**src/hdl/hmq_pkg.sv**
```systemverilog
`default_nettype none
// ----------------------------------------------------------------------------
// hmq_pkg
// Shared types and codes for the height map query block: payload structs,
// operation and status codes, controller states, commands and status flags.
// ----------------------------------------------------------------------------
package hmq_pkg;

  // Operation codes of an input transaction
  typedef enum logic [1:0] {
    OP_WRITE  = 2'd0,
    OP_HEIGHT = 2'd1,
    OP_RAY    = 2'd2
  } op_e;

  // Result status codes
  typedef enum logic [1:0] {
    ST_OK      = 2'd0,
    ST_OUTSIDE = 2'd1,
    ST_MISS    = 2'd2
  } status_e;

  // Configuration register indexes
  typedef enum logic [1:0] {
    REG_MAP_WIDTH   = 2'd0,
    REG_MAP_DEPTH   = 2'd1,
    REG_COARSE_STEP = 2'd2,
    REG_FINE_STEP   = 2'd3
  } reg_e;

  localparam int CFG_IDX_W = 2;
  localparam int CFG_W     = 13;

  localparam logic [7:0]  MAP_WIDTH_RST   = 8'd128;
  localparam logic [7:0]  MAP_DEPTH_RST   = 8'd128;
  localparam logic [12:0] COARSE_STEP_RST = 13'd256;
  localparam logic [12:0] FINE_STEP_RST   = 13'd26;

  // Internal widths fixed by the field widths
  localparam int ADDR_SUM_W = 17;  // x * width + z before reduction
  localparam int ORG_W      = 18;  // origin in map space
  localparam int T_W        = 18;  // signed march distance
  localparam int P_W        = 22;  // sampled ray point
  localparam int ACC_W      = 22;  // weighted height sum

  typedef struct packed {
    logic [1:0]         operation;
    logic signed [15:0] pos_x;
    logic signed [15:0] pos_y;
    logic signed [15:0] pos_z;
    logic signed [15:0] dir_x;
    logic signed [15:0] dir_y;
    logic signed [15:0] dir_z;
    logic [15:0]        t_near;
    logic [15:0]        t_far;
    logic [6:0]         cell_x;
    logic [6:0]         cell_z;
    logic [12:0]        height_sample;
  } in_t;

  typedef struct packed {
    logic signed [15:0] res_x;
    logic signed [15:0] res_y;
    logic signed [15:0] res_z;
    logic [1:0]         status;
  } out_t;

  // Controller states
  typedef enum logic [3:0] {
    S_IDLE,
    S_INIT,
    S_H_CHK,
    S_A_MUL,
    S_A_RECIP,
    S_A_MOD,
    S_WRITE,
    S_READ,
    S_H_ACC,
    S_H_FIN,
    S_R_TEST,
    S_R_MUL,
    S_R_POS,
    S_R_CHK,
    S_R_CMP,
    S_DONE
  } state_e;

  // Datapath commands
  typedef enum logic [4:0] {
    CMD_NONE,
    CMD_LOAD,
    CMD_INIT,
    CMD_A_MUL,
    CMD_A_RECIP,
    CMD_A_MOD,
    CMD_WRITE,
    CMD_READ,
    CMD_H_ACC,
    CMD_H_FIN,
    CMD_R_MUL,
    CMD_R_POS,
    CMD_R_STEP,
    CMD_R_HIT,
    CMD_SET_OUT,
    CMD_SET_MISS,
    CMD_PUBLISH
  } cmd_e;

  // Datapath status toward the controller
  typedef struct packed {
    logic [1:0] op;
    logic       h_out;
    logic       k_last;
    logic       r_end;
    logic       r_out;
    logic       below;
    logic       dipped;
    logic       out_stall;
  } stat_t;

endpackage
`default_nettype wire

```
**src/hdl/hmq_ctrl.sv**
```systemverilog
`default_nettype none
// ----------------------------------------------------------------------------
// hmq_ctrl
// Sequencer for writes, height queries and ray marches; issues one datapath
// command per cycle from its state and the datapath status.
// ----------------------------------------------------------------------------
module hmq_ctrl (
  input  wire             clk_i,
  input  wire             rst_ni,
  input  wire             in_valid_i,
  output logic            in_ready_o,
  input  hmq_pkg::stat_t  stat_i,
  output hmq_pkg::cmd_e   cmd_o
);

  hmq_pkg::state_e state_q, state_d;

  always_ff @(posedge clk_i or negedge rst_ni) begin
    if (!rst_ni) begin
      state_q <= hmq_pkg::S_IDLE;
    end else begin
      state_q <= state_d;
    end
  end

  // Next state
  always_comb begin
    state_d = state_q;
    case (state_q)
      hmq_pkg::S_IDLE: begin
        if (in_valid_i) state_d = hmq_pkg::S_INIT;
      end
      hmq_pkg::S_INIT: begin
        case (stat_i.op)
          hmq_pkg::OP_WRITE:  state_d = hmq_pkg::S_A_MUL;
          hmq_pkg::OP_HEIGHT: state_d = hmq_pkg::S_H_CHK;
          hmq_pkg::OP_RAY:    state_d = hmq_pkg::S_R_TEST;
          default:            state_d = hmq_pkg::S_DONE;
        endcase
      end
      hmq_pkg::S_H_CHK: begin
        state_d = stat_i.h_out ? hmq_pkg::S_DONE : hmq_pkg::S_A_MUL;
      end
      hmq_pkg::S_A_MUL:   state_d = hmq_pkg::S_A_RECIP;
      hmq_pkg::S_A_RECIP: state_d = hmq_pkg::S_A_MOD;
      hmq_pkg::S_A_MOD: begin
        state_d = (stat_i.op == hmq_pkg::OP_WRITE) ? hmq_pkg::S_WRITE : hmq_pkg::S_READ;
      end
      hmq_pkg::S_WRITE: state_d = hmq_pkg::S_DONE;
      hmq_pkg::S_READ: begin
        state_d = (stat_i.op == hmq_pkg::OP_HEIGHT) ? hmq_pkg::S_H_ACC : hmq_pkg::S_R_CMP;
      end
      hmq_pkg::S_H_ACC: begin
        state_d = stat_i.k_last ? hmq_pkg::S_H_FIN : hmq_pkg::S_A_MUL;
      end
      hmq_pkg::S_H_FIN: state_d = hmq_pkg::S_DONE;
      hmq_pkg::S_R_TEST: begin
        state_d = stat_i.r_end ? hmq_pkg::S_DONE : hmq_pkg::S_R_MUL;
      end
      hmq_pkg::S_R_MUL: state_d = hmq_pkg::S_R_POS;
      hmq_pkg::S_R_POS: state_d = hmq_pkg::S_R_CHK;
      hmq_pkg::S_R_CHK: begin
        state_d = stat_i.r_out ? hmq_pkg::S_DONE : hmq_pkg::S_A_MUL;
      end
      hmq_pkg::S_R_CMP: begin
        state_d = (stat_i.below && stat_i.dipped) ? hmq_pkg::S_DONE : hmq_pkg::S_R_TEST;
      end
      hmq_pkg::S_DONE: begin
        if (!stat_i.out_stall) state_d = hmq_pkg::S_IDLE;
      end
      default: state_d = hmq_pkg::S_IDLE;
    endcase
  end

  // Commands
  always_comb begin
    in_ready_o = 1'b0;
    cmd_o      = hmq_pkg::CMD_NONE;
    case (state_q)
      hmq_pkg::S_IDLE: begin
        in_ready_o = 1'b1;
        if (in_valid_i) cmd_o = hmq_pkg::CMD_LOAD;
      end
      hmq_pkg::S_INIT:    cmd_o = hmq_pkg::CMD_INIT;
      hmq_pkg::S_H_CHK: begin
        if (stat_i.h_out) cmd_o = hmq_pkg::CMD_SET_OUT;
      end
      hmq_pkg::S_A_MUL:   cmd_o = hmq_pkg::CMD_A_MUL;
      hmq_pkg::S_A_RECIP: cmd_o = hmq_pkg::CMD_A_RECIP;
      hmq_pkg::S_A_MOD:   cmd_o = hmq_pkg::CMD_A_MOD;
      hmq_pkg::S_WRITE:   cmd_o = hmq_pkg::CMD_WRITE;
      hmq_pkg::S_READ:    cmd_o = hmq_pkg::CMD_READ;
      hmq_pkg::S_H_ACC:   cmd_o = hmq_pkg::CMD_H_ACC;
      hmq_pkg::S_H_FIN:   cmd_o = hmq_pkg::CMD_H_FIN;
      hmq_pkg::S_R_TEST: begin
        if (stat_i.r_end) cmd_o = hmq_pkg::CMD_SET_MISS;
      end
      hmq_pkg::S_R_MUL:   cmd_o = hmq_pkg::CMD_R_MUL;
      hmq_pkg::S_R_POS:   cmd_o = hmq_pkg::CMD_R_POS;
      hmq_pkg::S_R_CHK: begin
        if (stat_i.r_out) cmd_o = hmq_pkg::CMD_SET_OUT;
      end
      hmq_pkg::S_R_CMP: begin
        cmd_o = (stat_i.below && stat_i.dipped) ? hmq_pkg::CMD_R_HIT : hmq_pkg::CMD_R_STEP;
      end
      hmq_pkg::S_DONE: begin
        if (!stat_i.out_stall) cmd_o = hmq_pkg::CMD_PUBLISH;
      end
      default: ;
    endcase
  end

endmodule
`default_nettype wire

```
**config.mk**
```make
export PLATFORM = sky130hd
export DESIGN_NAME = hmq_ctrl
export DESIGN_NICKNAME = d
export VERILOG_FILES = /design/src/hdl/hmq_pkg.sv /design/src/hdl/hmq_ctrl.sv
export SDC_FILE = /design/constraint.sdc
export NUM_CORES = 1
export LEC_CHECK = 0
export ABC_AREA = 0
export BUFFER_PORTS_ARGS = -buffer_cell sky130_fd_sc_hd__buf_2
export CAP_MARGIN = 20
export CORE_MARGIN = 2
export CORE_UTILIZATION = 35
export CTS_CLUSTER_DIAMETER = 120
export DETAILED_ROUTE_END_ITERATION = 10
export GPL_ROUTABILITY_DRIVEN = 0
export PLACE_DENSITY_LB_ADDON = 0.3
export SKIP_LAST_GASP = 1
export SLEW_MARGIN = 20
export SYNTH_ARGS = -nofsm -noshare
export SYNTH_HDL_FRONTEND = slang
export SYNTH_SLANG_ARGS = --single-unit
export TNS_END_PERCENT = 100
```
**constraint.sdc**
```tcl
create_clock -name clk_i -period 2 [get_ports clk_i]
set_clock_uncertainty 0.15 [all_clocks]
set_input_delay 0 -clock clk_i [delete_from_list [all_inputs] [get_ports clk_i]]
set_output_delay 0 -clock clk_i [all_outputs]
set_load 0.01 [all_outputs]
```
==> summary.md <==
| Metric | Value |
|---|---|
| CP required | `1.85 ns` |
| H-tree depth | `1` |
| Final hold vios | `0` |
| DR WL/cell | `13.5 um` |
| Syn avg cell area | `7.31 um2` |
| Post-synth top area share | `0.150` |
| Finished Core Util | `0.453` |
| Power Total | `1.35 mW` |
| Highest Clock Rate | `536 MHz` |
| LEAKAGE | `0.357 nW` |
| Final setup vio count | `0` |
| Maximum capacitance violations | `0` |
| Slew @ Worst Pin | `0.536 ns` |
| Synth Cell Area | `666 um2` |
| Syn_nets | `107` |
| Post-CTS setup buffers | `0` |
| Drt first-iter violations | `16` |
| Largest register FFs | `4` |
| Slew margin rel. | `0.643` |
| Clk buf depth | `2` |
| Reg with most FFs | `state_q` |
| Chip width | `47.6 um` |
| Final non-filler cell total | `134` |
| Multi-input gate area | `490 um2` |
| Nets | `127` |
| Fraction of layout cells with a size suffix above 1 | `0.284` |
| Root Driver | `clkbuf_4` |
| Primary FF master, synth | `dfrtp_1` |
| Register bit total from synthesis | `4` |
| Vias in the first global route | `676` |
| GR Util All Layers | `0.187` |
| Post-detailed-route DRC marker count | `0` |
| Peak VDD IR | `487 uV` |
| Post-Synthesis Cells | `91` |
| Filler cells | `197` |
| DP HPWL | `1.41 mm` |
| Layout area overhead | `20.1%` |
| Status | `complete, no violations` |
| Via count | `755` |
| Register area | `101 um2` |
| Arrival time of the worst setup path | `1.72 ns` |
| Internal Power | `639 uW` |
| Placed Instances | `129` |
| Share of power burned in registers | `0.222` |
| Die Span Y | `47.6 um` |
| 1st-pass router iterations | `4` |
| Psw | `706 uW` |
| PD cells | `1680 nW/um2` |
| Setup CP Type | `register to output pin` |
| Initial antenna violation count | `0` |
| CTS tree | `yes` |
| Cell accounting for the most synthesized area | `dfrtp_1` |
| Main area contributors after synthesis | `dfrtp_1 15%, ha_1 7.5%, nand2b_1 7.5%` |
| Clock-pin slew on the worst setup and hold paths | `0.04 ns` |
| CTS Sinks | `4` |
| Logic pwr share | `0.702` |
| Unrepaired setup endpoints after global routing | `no` |
| I/O pin cnt | `18` |
| Grt total ovfl | `0` |
| Net Sw Frac | `0.525` |
| Period minus WS final | `1.87 ns` |
| Hold Crit Class | `input port to register` |
| Fraction of registers with async set/reset | `1.00` |
| # diodes | `0` |
| Clk pwr share | `0.075` |
| Hold slack | `0.0612 ns` |
| Worst skew pair latency | `0.24 ns` |
| Vias per cell | `5.63` |
| Crit. End Element | `output pin` |
| First-pass GRT wire length | `2.97 mm` |
| Die ar. | `2270 um2` |
| Crit path max fanout | `14` |
| I/O Buffers | `17` |
| CORE AREA | `1760 um2` |
| ANT nets after route | `0` |
| Starting density of the core | `0.377` |
| Period utilisation layout | `0.933` |
| Largest regs | `state_q: 4 flops` |
| Clock buffers created by TritonCTS | `3` |
| Wirelength, routed | `1.81 mm` |
| Crit path launch type | `register` |
| Yosys warning count | `0` |
| Number of distinct library cells after synthesis | `38` |
| Largest net degree at the start of global routing | `19` |
| Sequential-to-total area share from yosys stat | `0.150` |
| Post-synth EDFFs | `0` |
| Setup TNS | `0 ns` |
| Max-slew violation count | `0` |
| Rows | `15` |
==> layout make-up <==
cell class,count,share of cell area
clock buffers,3,0.0282
multi-input cells,74,0.613
flip-flops and latches,4,0.127
well taps,25,0.0391
repair buffers,23,0.169
inverters,5,0.0235
==> cell usage after synthesis, types with 2 or more instances <==
cell type and count:
a21oi_1 7, buf_2 3, o211ai_1 2, dfrtp_1 4
o21ai_0 7, nand2_1 7, inv_1 4, nand3_1 2
nor2b_1 3, ha_1 4, o21ai_1 4, nand2b_1 8
nor2_1 5, o22ai_1 2, a31oi_1 2, nor3_1 2
buf_4 4
==> cell families after synthesis <==
kind of cell | share of synthesized area
buf+inv | 0.113
compound gates | 0.333
fa+ha+maj | 0.0752
xor+xnor | 0.0132
flops | 0.150
simple gates | 0.301
mux | 0.0150
==> power by group through the flow <==
stage	clock network, mW	logic, mW	registers (mW)
floorplan	0	0.844	0.161
detailed placement	0	0.931	0.294
global placement	0	0.924	0.296
CTS	0.104	0.942	0.293
global route	0.109	1.04	0.314
finish	0.102	0.944	0.299
==> metal layers <==
metal,vias up,GRT usage,routed length [um]
met2,27,0.316,861
li1,371,-,-
met5,-,0,0
met4,0,0.103,77
met1,349,0.227,793
met3,8,0.0264,78
==> final timing paths <==
kind / startpoint / endpoint / slack, ns / depth (start not counted)
setup / recovery: state_q[3] / cmd_o[3] / 0.13 / 5
hold / removal: stat_i[0] / state_q[2] / 0.06 / 4
setup reg to reg: state_q[0] / state_q[0] / 0.27 / 4
hold reg to reg: state_q[0] / state_q[0] / 0.65 / 2
max in group asynchronous: rst_ni / state_q[2] / 0.97 / 3
min in group asynchronous: rst_ni / state_q[3] / 0.52 / 3
==> worst max-delay path, stage by stage, from the launching register on <==
cell and delay, ns:
dfrtp_1 0.61, buf_4 0.23, nand2_1 0.07, o32a_1 0.33, o21ai_1 0.09, buf_2 0.14
==> cell usage in the layout (no fill, tap or decap), types with 2 or more instances in the layout <==
master         netlist  layout
a21oi_1              7       7
a31oi_1              2       2
buf_2                3      17
buf_4                4       4
clkbuf_4             0       3
dfrtp_1              4       3
dlygate4sd3_1        0       2
ha_1                 4       4
inv_1                4       4
nand2_1              7       7
nand2b_1             8       8
nand3_1              2       2
nor2_1               5       5
nor2b_1              3       3
nor3_1               2       2
o211ai_1             2       2
o21ai_0              7       7
o21ai_1              4       4
o22ai_1              2       2
==> metrics by stage <==
step | cell area (um2) | worst slack [ns]
6_report | 800 | 0.135
4_1_cts | 798 | 0.0527
3_5_place_dp | 756 | 0.282
3_3_place_gp | 756 | 0.289
5_1_grt | 800 | 0.0238
2_1_floorplan | 666 | 0.544
==> timing repair <==
| item | in CTS | in global routing |
|---|---|---|
| endpoints found under the hold margin | 4 | 0 |
| hold buffers | 2 | 0 |
| gates resized for setup | 0 | 1 |
| endpoints found under the setup margin | 0 | 1 |
No activity file was read; power rests on OpenSTA's default activity.
